--- src/rtl/core/mivg_pkg.sv ---
// ============================================================================
// mivg_pkg
// Shared types, codes and helper functions of the inverted-V gesture detector
// ============================================================================
`default_nettype none

package mivg_pkg;

    localparam int BUTTON_W  = 3;
    localparam int MOVE_W    = 9;
    localparam int TRAVEL_W  = 16;
    localparam int CFG_W     = 8;
    localparam int CFG_IDX_W = 1;

    localparam int BTN_LEFT   = 0;
    localparam int BTN_MIDDLE = 1;
    localparam int BTN_RIGHT  = 2;

    typedef enum logic [2:0] {
        EV_MOVE          = 3'd0,
        EV_LEFT_PRESS    = 3'd1,
        EV_LEFT_RELEASE  = 3'd2,
        EV_RIGHT_PRESS   = 3'd3,
        EV_RIGHT_RELEASE = 3'd4,
        EV_OTHER         = 3'd5
    } event_t;

    typedef enum logic [2:0] {
        PH_START    = 3'd0,
        PH_UP       = 3'd1,
        PH_VERTEX   = 3'd2,
        PH_DOWN     = 3'd3,
        PH_FINISHED = 3'd4
    } phase_t;

    typedef enum logic [CFG_IDX_W-1:0] {
        CFG_MIN_LENGTH = 1'b0,
        CFG_TOLERANCE  = 1'b1
    } cfg_reg_t;

    typedef struct packed {
        logic [BUTTON_W-1:0]      buttons;
        logic signed [MOVE_W-1:0] dx;
        logic signed [MOVE_W-1:0] dy;
    } pkt_t;

    typedef struct packed {
        event_t kind;
        phase_t phase;
        logic   done;
    } result_t;

    typedef struct packed {
        logic [CFG_W-1:0] min_length;
        logic [CFG_W-1:0] tolerance;
    } cfg_t;

    // travel magnitude on either axis beyond tolerance
    function automatic logic strayed(logic [TRAVEL_W-1:0] tx, logic [TRAVEL_W-1:0] ty,
                                     logic [CFG_W-1:0] tol);
        logic signed [TRAVEL_W:0] sx;
        logic signed [TRAVEL_W:0] sy;
        logic signed [TRAVEL_W:0] lim;
        sx  = $signed({tx[TRAVEL_W-1], tx});
        sy  = $signed({ty[TRAVEL_W-1], ty});
        lim = $signed({{(TRAVEL_W+1-CFG_W){1'b0}}, tol});
        return (sx > lim) || (sx < -lim) || (sy > lim) || (sy < -lim);
    endfunction

    function automatic logic [TRAVEL_W-1:0] ext_move(logic signed [MOVE_W-1:0] d);
        return {{(TRAVEL_W-MOVE_W){d[MOVE_W-1]}}, d};
    endfunction

endpackage

`default_nettype wire

--- src/rtl/core/mivg_if.sv ---
// ============================================================================
// mivg_if
// Valid/ready channels for mouse packets and gesture results
// ============================================================================
`default_nettype none

interface mivg_in_if;
    logic              valid;
    logic              ready;
    logic              left_button;
    logic              middle_button;
    logic              right_button;
    logic              x_overflow;
    logic              y_overflow;
    logic signed [8:0] move_x;
    logic signed [8:0] move_y;

    modport source (output valid, left_button, middle_button, right_button,
                    x_overflow, y_overflow, move_x, move_y, input ready);
    modport sink   (input valid, left_button, middle_button, right_button,
                    x_overflow, y_overflow, move_x, move_y, output ready);
endinterface

interface mivg_out_if;
    logic       valid;
    logic       ready;
    logic [2:0] event_kind;
    logic [2:0] gesture_phase;
    logic       gesture_done;

    modport source (output valid, event_kind, gesture_phase, gesture_done, input ready);
    modport sink   (input valid, event_kind, gesture_phase, gesture_done, output ready);
endinterface

`default_nettype wire

--- src/rtl/core/mivg_classify.sv ---
// ============================================================================
// mivg_classify
// Button history and press/release/other classification of each packet
// ============================================================================
`default_nettype none

module mivg_classify
    import mivg_pkg::*;
(
    input  wire logic                clk,
    input  wire logic                rst_n,
    input  wire logic                step,
    input  wire logic [BUTTON_W-1:0] buttons,
    output event_t                   kind
);

    logic [BUTTON_W-1:0] prev_reg;
    logic [BUTTON_W-1:0] prev_next;

    logic [BUTTON_W-1:0] only_left;
    logic [BUTTON_W-1:0] only_right;
    logic                cur_both;
    logic                prev_both;

    assign only_left  = BUTTON_W'(1) << BTN_LEFT;
    assign only_right = BUTTON_W'(1) << BTN_RIGHT;
    assign cur_both   = buttons[BTN_LEFT] & buttons[BTN_RIGHT];
    assign prev_both  = prev_reg[BTN_LEFT] & prev_reg[BTN_RIGHT];

    always_comb
    begin
        kind = EV_MOVE;
        if (prev_reg == '0)
        begin
            if (buttons == only_right)
                kind = EV_RIGHT_PRESS;
            else if (buttons == only_left)
                kind = EV_LEFT_PRESS;
        end
        else if (buttons == '0)
        begin
            if (prev_reg == only_right)
                kind = EV_RIGHT_RELEASE;
            else if (prev_reg == only_left)
                kind = EV_LEFT_RELEASE;
        end
        else if (buttons[BTN_MIDDLE] || prev_reg[BTN_MIDDLE] || cur_both || prev_both)
        begin
            kind = EV_OTHER;
        end
    end

    assign prev_next = step ? buttons : prev_reg;

    always_ff @(posedge clk or negedge rst_n)
    begin
        if (!rst_n)
            prev_reg <= '0;
        else
            prev_reg <= prev_next;
    end

endmodule

`default_nettype wire

--- src/rtl/core/mivg_gesture.sv ---
// ============================================================================
// mivg_gesture
// Inverted-V gesture state machine with wrapping travel accumulators
// ============================================================================
`default_nettype none

module mivg_gesture
    import mivg_pkg::*;
(
    input  wire logic                     clk,
    input  wire logic                     rst_n,
    input  wire logic                     step,
    input  wire event_t                   kind,
    input  wire logic signed [MOVE_W-1:0] dx,
    input  wire logic signed [MOVE_W-1:0] dy,
    input  wire cfg_t                     cfg,
    output phase_t                        phase
);

    phase_t              phase_reg;
    phase_t              phase_next;
    logic [TRAVEL_W-1:0] tx_reg;
    logic [TRAVEL_W-1:0] tx_next;
    logic [TRAVEL_W-1:0] ty_reg;
    logic [TRAVEL_W-1:0] ty_next;

    logic [TRAVEL_W-1:0]      tx_add;
    logic [TRAVEL_W-1:0]      ty_add;
    logic                     dx_neg;
    logic                     dy_neg;
    logic                     dy_pos;
    logic signed [MOVE_W:0]   tol_s;
    logic signed [MOVE_W:0]   dx_s;
    logic signed [MOVE_W:0]   dy_s;
    logic                     dx_back_ok;
    logic                     dy_down_ok;
    logic                     dy_up_ok;
    logic                     steep_up;
    logic                     steep_down;
    logic                     long_enough;
    logic                     strayed_now;
    logic                     strayed_vertex;

    assign tx_add = tx_reg + ext_move(dx);
    assign ty_add = ty_reg + ext_move(dy);

    assign dx_neg = dx[MOVE_W-1];
    assign dy_neg = dy[MOVE_W-1];
    assign dy_pos = !dy_neg && (dy != '0);

    assign tol_s = $signed({{(MOVE_W+1-CFG_W){1'b0}}, cfg.tolerance});
    assign dx_s  = $signed({dx[MOVE_W-1], dx});
    assign dy_s  = $signed({dy[MOVE_W-1], dy});

    // stray against the leg direction stays strictly under tolerance
    assign dx_back_ok = dx_neg && ((tol_s + dx_s) > 0);
    assign dy_down_ok = dy_neg && ((tol_s + dy_s) > 0);
    assign dy_up_ok   = dy_pos && (dy_s < tol_s);

    assign steep_up    = dy > dx;
    assign steep_down  = (dx_s + dy_s) < 0;
    assign long_enough = $signed({tx_reg[TRAVEL_W-1], tx_reg})
                         >= $signed({{(TRAVEL_W+1-CFG_W){1'b0}}, cfg.min_length});

    assign strayed_now    = strayed(tx_reg, ty_reg, cfg.tolerance);
    assign strayed_vertex = strayed(tx_add, ty_add, cfg.tolerance);

    always_comb
    begin
        phase_next = phase_reg;
        tx_next    = tx_reg;
        ty_next    = ty_reg;
        case (phase_reg)
            PH_START:
            begin
                if (kind == EV_LEFT_PRESS)
                begin
                    tx_next    = '0;
                    phase_next = PH_UP;
                end
            end
            PH_UP:
            begin
                if (kind == EV_MOVE)
                begin
                    if (!dx_neg && !dy_neg)
                    begin
                        if (steep_up)
                            tx_next = tx_add;
                        else if (strayed_now)
                            phase_next = PH_START;
                    end
                    else if (dx_back_ok || dy_down_ok)
                        tx_next = tx_add;
                    else
                        phase_next = PH_START;
                end
                else if (kind == EV_LEFT_RELEASE && long_enough)
                begin
                    tx_next    = '0;
                    ty_next    = '0;
                    phase_next = PH_VERTEX;
                end
                else
                    phase_next = PH_START;
            end
            PH_VERTEX:
            begin
                if (kind == EV_MOVE)
                begin
                    tx_next = tx_add;
                    ty_next = ty_add;
                    if (strayed_vertex)
                        phase_next = PH_START;
                end
                else if (kind == EV_RIGHT_PRESS)
                begin
                    tx_next    = '0;
                    phase_next = PH_DOWN;
                end
                else if (kind == EV_LEFT_PRESS)
                begin
                    tx_next    = '0;
                    phase_next = PH_UP;
                end
                else
                    phase_next = PH_START;
            end
            PH_DOWN:
            begin
                if (kind == EV_MOVE)
                begin
                    if (!dx_neg && !dy_pos)
                    begin
                        if (steep_down)
                            tx_next = tx_add;
                        else if (strayed_now)
                            phase_next = PH_START;
                    end
                    else if (dx_back_ok || dy_up_ok)
                        tx_next = tx_add;
                    else
                        phase_next = PH_START;
                end
                else if (kind == EV_RIGHT_RELEASE && long_enough)
                    phase_next = PH_FINISHED;
                else
                    phase_next = PH_START;
            end
            PH_FINISHED:
            begin
                phase_next = PH_FINISHED;
            end
            default:
            begin
                phase_next = PH_START;
            end
        endcase
    end

    always_ff @(posedge clk or negedge rst_n)
    begin
        if (!rst_n)
        begin
            phase_reg <= PH_START;
            tx_reg    <= '0;
            ty_reg    <= '0;
        end
        else if (step)
        begin
            phase_reg <= phase_next;
            tx_reg    <= tx_next;
            ty_reg    <= ty_next;
        end
    end

    assign phase = phase_next;

endmodule

`default_nettype wire

--- src/rtl/core/mouse_inverted_v_gesture_detector_top.sv ---
// ============================================================================
// mouse_inverted_v_gesture_detector_top
// Mouse packet classifier and inverted-V gesture detector
// ============================================================================
// Accepts one decoded mouse packet per clock while the result side is not
// stalled and returns one result per packet: the button event kind, the
// gesture phase after the packet and a done flag. The packet is held in the
// input register, and the classify and gesture update then load the result
// register from it. Result back-pressure stalls both registers. The only loop
// is the state update of button history, phase and travel. Write
// min_horizontal_length (index 0) and tolerance (index 1) only while idle.
`default_nettype none

module mouse_inverted_v_gesture_detector_top
    import mivg_pkg::*;
(
    input  wire logic                 clk,
    input  wire logic                 rst_n,
    mivg_in_if.sink                   packet,
    mivg_out_if.source                result,
    input  wire logic                 cfg_we,
    input  wire logic [CFG_IDX_W-1:0] cfg_index,
    input  wire logic [CFG_W-1:0]     cfg_data
);

    cfg_t    cfg_reg;
    pkt_t    pkt_reg;
    pkt_t    pkt_next;
    logic    pkt_valid_reg;
    result_t res_reg;
    result_t res_next;
    logic    res_valid_reg;

    logic    advance;
    logic    step;
    logic    in_take;
    event_t  kind;
    phase_t  phase;

    assign advance      = !res_valid_reg || result.ready;
    assign step         = pkt_valid_reg && advance;
    assign packet.ready = !pkt_valid_reg || advance;
    assign in_take      = packet.valid && packet.ready;

    // overflowed axis counts as no movement
    always_comb
    begin
        pkt_next.buttons[BTN_LEFT]   = packet.left_button;
        pkt_next.buttons[BTN_MIDDLE] = packet.middle_button;
        pkt_next.buttons[BTN_RIGHT]  = packet.right_button;
        pkt_next.dx = packet.x_overflow ? '0 : packet.move_x;
        pkt_next.dy = packet.y_overflow ? '0 : packet.move_y;
    end

    always_ff @(posedge clk or negedge rst_n)
    begin
        if (!rst_n)
        begin
            cfg_reg.min_length <= '0;
            cfg_reg.tolerance  <= '0;
        end
        else if (cfg_we)
        begin
            case (cfg_index)
                CFG_MIN_LENGTH: cfg_reg.min_length <= cfg_data;
                CFG_TOLERANCE:  cfg_reg.tolerance  <= cfg_data;
                default:        cfg_reg            <= cfg_reg;
            endcase
        end
    end

    always_ff @(posedge clk or negedge rst_n)
    begin
        if (!rst_n)
            pkt_valid_reg <= 1'b0;
        else if (packet.ready)
            pkt_valid_reg <= packet.valid;
    end

    always_ff @(posedge clk)
    begin
        if (in_take)
            pkt_reg <= pkt_next;
    end

    mivg_classify u_classify (
        .clk     (clk),
        .rst_n   (rst_n),
        .step    (step),
        .buttons (pkt_reg.buttons),
        .kind    (kind)
    );

    mivg_gesture u_gesture (
        .clk   (clk),
        .rst_n (rst_n),
        .step  (step),
        .kind  (kind),
        .dx    (pkt_reg.dx),
        .dy    (pkt_reg.dy),
        .cfg   (cfg_reg),
        .phase (phase)
    );

    always_comb
    begin
        res_next.kind  = kind;
        res_next.phase = phase;
        res_next.done  = (phase == PH_FINISHED);
    end

    always_ff @(posedge clk or negedge rst_n)
    begin
        if (!rst_n)
            res_valid_reg <= 1'b0;
        else if (advance)
            res_valid_reg <= pkt_valid_reg;
    end

    always_ff @(posedge clk)
    begin
        if (step)
            res_reg <= res_next;
    end

    assign result.valid         = res_valid_reg;
    assign result.event_kind    = res_reg.kind;
    assign result.gesture_phase = res_reg.phase;
    assign result.gesture_done  = res_reg.done;

endmodule

`default_nettype wire
--- src/flat_wrapper.sv ---
// flat-port wrapper written by rule: the top's interface ports become plain ports
module mouse_inverted_v_gesture_detector_top_flat import mivg_pkg::*;
  (clk, rst_n, cfg_we, cfg_index, cfg_data, packet_valid, packet_left_button, packet_middle_button, packet_right_button, packet_x_overflow, packet_y_overflow, packet_move_x, packet_move_y, packet_ready, result_valid, result_event_kind, result_gesture_phase, result_gesture_done, result_ready);
  mivg_in_if packet_i ();
  mivg_out_if result_i ();
  input  wire logic clk;
  input  wire logic rst_n;
  input  wire logic cfg_we;
  input  wire logic [CFG_IDX_W-1:0] cfg_index;
  input  wire logic [CFG_W-1:0] cfg_data;
  input wire logic [$bits(packet_i.valid)-1:0] packet_valid;
  input wire logic [$bits(packet_i.left_button)-1:0] packet_left_button;
  input wire logic [$bits(packet_i.middle_button)-1:0] packet_middle_button;
  input wire logic [$bits(packet_i.right_button)-1:0] packet_right_button;
  input wire logic [$bits(packet_i.x_overflow)-1:0] packet_x_overflow;
  input wire logic [$bits(packet_i.y_overflow)-1:0] packet_y_overflow;
  input wire logic [$bits(packet_i.move_x)-1:0] packet_move_x;
  input wire logic [$bits(packet_i.move_y)-1:0] packet_move_y;
  output wire logic [$bits(packet_i.ready)-1:0] packet_ready;
  output wire logic [$bits(result_i.valid)-1:0] result_valid;
  output wire logic [$bits(result_i.event_kind)-1:0] result_event_kind;
  output wire logic [$bits(result_i.gesture_phase)-1:0] result_gesture_phase;
  output wire logic [$bits(result_i.gesture_done)-1:0] result_gesture_done;
  input wire logic [$bits(result_i.ready)-1:0] result_ready;
  assign packet_i.valid = packet_valid;
  assign packet_i.left_button = packet_left_button;
  assign packet_i.middle_button = packet_middle_button;
  assign packet_i.right_button = packet_right_button;
  assign packet_i.x_overflow = packet_x_overflow;
  assign packet_i.y_overflow = packet_y_overflow;
  assign packet_i.move_x = packet_move_x;
  assign packet_i.move_y = packet_move_y;
  assign packet_ready = packet_i.ready;
  assign result_valid = result_i.valid;
  assign result_event_kind = result_i.event_kind;
  assign result_gesture_phase = result_i.gesture_phase;
  assign result_gesture_done = result_i.gesture_done;
  assign result_i.ready = result_ready;
  mouse_inverted_v_gesture_detector_top u_core (.clk(clk), .rst_n(rst_n), .packet(packet_i), .result(result_i), .cfg_we(cfg_we), .cfg_index(cfg_index), .cfg_data(cfg_data));
endmodule
--- config.mk ---
export PLATFORM = sky130hd
export DESIGN_NAME = mouse_inverted_v_gesture_detector_top_flat
export DESIGN_NICKNAME = d
export VERILOG_FILES = /design/src/rtl/core/mivg_pkg.sv /design/src/rtl/core/mivg_if.sv /design/src/rtl/core/mivg_classify.sv /design/src/rtl/core/mivg_gesture.sv /design/src/rtl/core/mouse_inverted_v_gesture_detector_top.sv /design/src/flat_wrapper.sv
export SDC_FILE = /design/constraint.sdc
export NUM_CORES = 1
export LEC_CHECK = 0
export BUFFER_PORTS_ARGS = -buffer_cell sky130_fd_sc_hd__buf_2
export CORE_MARGIN = 3
export CORE_UTILIZATION = 50
export DETAILED_ROUTE_END_ITERATION = 8
export GPL_TIMING_DRIVEN = 0
export PLACE_DENSITY = 0.69
export SKIP_CTS_REPAIR_TIMING = 1
export SLEW_MARGIN = 0
export SYNTH_ARGS = -nofsm -noshare
export SYNTH_HDL_FRONTEND = slang
export SYNTH_HIERARCHICAL = 1
export SYNTH_SLANG_ARGS = --single-unit
--- constraint.sdc ---
create_clock -name clk -period 6.9 [get_ports clk]
set_input_delay 0.69 -clock clk [delete_from_list [all_inputs] [get_ports clk]]
set_output_delay 0.69 -clock clk [all_outputs]
set_load 0.05 [all_outputs]
==> impl_metrics.env <==
export IMPL_cts_buffers=9
export IMPL_io_pins=46
export IMPL_synthFlopType="dfrtp_1"
export IMPL_synth_edf_count=28
export IMPL_start_util=0.520
export IMPL_yosys_area_top_type_share=0.254
export IMPL_grt_ovfl_total=0
export IMPL_grt_total_usage=0.239
export IMPL_first_pass_iters=5
export IMPL_maxCapViolCount=1
export IMPL_hold_violations=0
export IMPL_ys_warn_count=6
export IMPL_h_tree_depth=3
export IMPL_clock_path_buffers=2
export IMPL_gp_congestion=0.931
export IMPL_fp_dieW_um=139
export IMPL_clock_latency_ns=0.35
export IMPL_synth_avg_cell_area_um2=9.17
export IMPL_synth_cells=961
export IMPL_synthArstFlopShare=0.667
export IMPL_grt_pass1_vias=7166
export IMPL_fmax_mhz=205
export IMPL_synth_nets=1181
export IMPL_area_growth_pct=9.32
export IMPL_nets=1237
export IMPL_netlist_top_cells_count="179 x ha_1, 67 x nor2_1, 61 x nand2_1"
export IMPL_min_period_ns=4.88
export IMPL_ys_seq_area_frac=0.255
export IMPL_p_leak_nw=4.67
export IMPL_crit_arrival_ns=5.07
export IMPL_dpl_hpwl_um=18200
export IMPL_cts_sinks=84
export IMPL_wl_per_cell_um=18.4
export IMPL_outcome="complete, but fails checks"
export IMPL_regArea_mm2=0.00224
export IMPL_cts_tree="built"
export IMPL_yosysUniqueCellTypes=73
export IMPL_max_slew_margin_rel=0.0272
export IMPL_antenna_found_initial=0
export IMPL_layout_drive_gt1_share=0.0978
export IMPL_final_max_slew_violation_count=0
export IMPL_power_density_mw_per_mm2=289
export IMPL_grt_max_degree=57
export IMPL_fin_crit_sh=0.708
export IMPL_drc=0
export IMPL_dieArea_mm2=0.0192
export IMPL_clkTransAtPathRegs_ns=0.07
export IMPL_irDropWorstVdd_mv=0.137
export IMPL_num_vias=7519
export IMPL_start_kind="flip-flop"
export IMPL_drt_iter0_drc=494
export IMPL_multi_input_area_mm2=0.00627
export IMPL_finalClockSkew_ns=0.00852
export IMPL_yosys_top_cells_area="ha_1 25%, dfrtp_1 16%, edfxtp_1 9.5%"
export IMPL_ff2ff_setup_slack_ns=2.02
export IMPL_hold_class="input pin to asynchronous set/reset pin"
export IMPL_fin_tns_setup_ns=0
export IMPL_path_class="flip-flop to flip-flop"
export IMPL_yosysTopAreaCell="ha_1"
export IMPL_place_port_buffers=45
export IMPL_largest_register_ffs=21
export IMPL_power_w=0.00279
export IMPL_rows=47
export IMPL_via_per_inst=6.05
export IMPL_syn_area_mm2=0.00881
export IMPL_rsz0062_at_grt="no"
export IMPL_ys_ff_latch=84
export IMPL_nFillCells=1523
export IMPL_die_height_um=139
export IMPL_setup_violations=0
export IMPL_end_kind="flip-flop"
export IMPL_diodes=0
export IMPL_worst_ep_required_time_ns=7.08
export IMPL_placeableCoreArea_mm2=0.0169
export IMPL_grt_pass1_wl_um=37200
export IMPL_cts_root_buf="clkbuf_16"
export IMPL_violations="max-capacitance violations"
export IMPL_wl_um=22900
export IMPL_worst_slew_pin_slew_ns=1.42
export IMPL_critical_path_max_fanout=5
export IMPL_yosysMostFrequentCell="ha_1"
export IMPL_antenna_left=0
layout make-up:
class | instances | area share
clock buffer | 10 | 0.0248
multi-input combinational | 804 | 0.651
sequential | 84 | 0.233
clock inverter | 6 | 0.00819
inverter | 59 | 0.0230
timing repair buffer | 45 | 0.0236
tap | 220 | 0.0286
buffer | 14 | 0.00806
layer usage:
layer	up-vias	GRT usage	share of wire
met5	-	0	0
met4	0	0.0778	0.029
met3	35	0.0466	0.064
met2	221	0.392	0.46
met1	3532	0.320	0.45
li1	3731	-	-
per-stage QoR:
stage                     utilization  setup WS (ns)  hold slack, ns  area, um2  instances
after floorplan                     -           3.01           0.394       8810        961
after global placement          0.550           2.09           0.464       9310       1226
after detailed placement        0.550           2.09           0.476       9310       1226
after CTS                       0.568           2.06           0.486       9630       1242
after global routing            0.569           1.74           0.456       9630       1242
final                           0.569           2.02           0.406       9630       1242
cells in the final DEF, fill, tap and decap left out, drive strengths merged, types with 4 or more instances in the layout:
cell type | synthesis | layout
nand3b | 4 | 4
a221oi | 5 | 5
o21a | 15 | 15
a21o | 23 | 23
nand4 | 19 | 19
fa | 4 | 4
a2111oi | 5 | 5
xnor2 | 28 | 28
nor2 | 67 | 67
a211o | 4 | 4
edfxtp | 28 | 28
a2111o | 5 | 5
inv | 59 | 63
o21ai | 56 | 56
dfrtp | 56 | 56
a31oi | 7 | 7
a22o | 19 | 19
nor4 | 11 | 11
and3 | 8 | 8
nor3 | 21 | 21
nand3 | 12 | 12
a21boi | 4 | 4
buf | 4 | 49
nor2b | 34 | 34
a211oi | 20 | 20
mux2 | 21 | 21
nand2 | 62 | 62
o31ai | 11 | 11
o22ai | 6 | 6
or3 | 8 | 8
a21oi | 58 | 58
o21bai | 6 | 6
ha | 179 | 179
clkbuf | 10 | 20
xor2 | 15 | 15
nand2b | 22 | 22
o211ai | 9 | 9
and2 | 6 | 6
logic make-up after synthesis:
kind of cell / after synthesis / share of synthesized area
mux: 22 / 0.0280
buf+inv: 73 / 0.0339
compound gates: 271 / 0.210
simple gates: 285 / 0.167
fa+ha+maj: 183 / 0.263
flops: 84 / 0.255
xor+xnor: 43 / 0.0428
worst paths after layout:
check | from | end | cells after the start
worst max register to register | u_core/pkt_reg[0]$_SDFFCE_PP0P_ | u_core/result.gesture_done$_DFFE_PP_ | 19
max in group asynchronous | rst_n | u_core/u_gesture/tx_reg[14]$_DFFE_PN0P_ | 1
worst min-delay path | rst_n | u_core/u_classify/prev_reg[1]$_DFFE_PN0P_ | 1
min in group clk | u_core/pkt_valid_reg$_DFFE_PN0P_ | u_core/result.valid$_DFFE_PN0P_ | 1
worst min register to register | u_core/pkt_valid_reg$_DFFE_PN0P_ | u_core/result.valid$_DFFE_PN0P_ | 1
worst max-delay path | u_core/pkt_reg[0]$_SDFFCE_PP0P_ | u_core/result.gesture_done$_DFFE_PP_ | 19
power by group:
group,switching (W),internal (W),total [W]
clock network,0.000219,0.000299,0.000518
logic,0.000861,0.000634,0.00150
registers,0.000166,0.000607,0.000773
total,0.00125,0.00154,0.00279
worst max-delay path, stage by stage, from the launching register on:
cell      delay [ns]
edfxtp_1        0.55
ha_1            0.31
fa_1            0.42
a21o_1          0.23
a31o_2          0.27
a21oi_2         0.25
o21bai_1        0.10
a21oi_1         0.19
xnor2_1         0.18
ha_1            0.29
a21o_1          0.18
a21o_1          0.17
a211oi_1        0.21
o21ai_0         0.09
o21ai_0         0.24
a41o_1          0.17
nor4b_2         0.06
o22ai_1         0.43
nand3_1         0.17
nor3b_1         0.22
(Power assumes the default switching activity.)
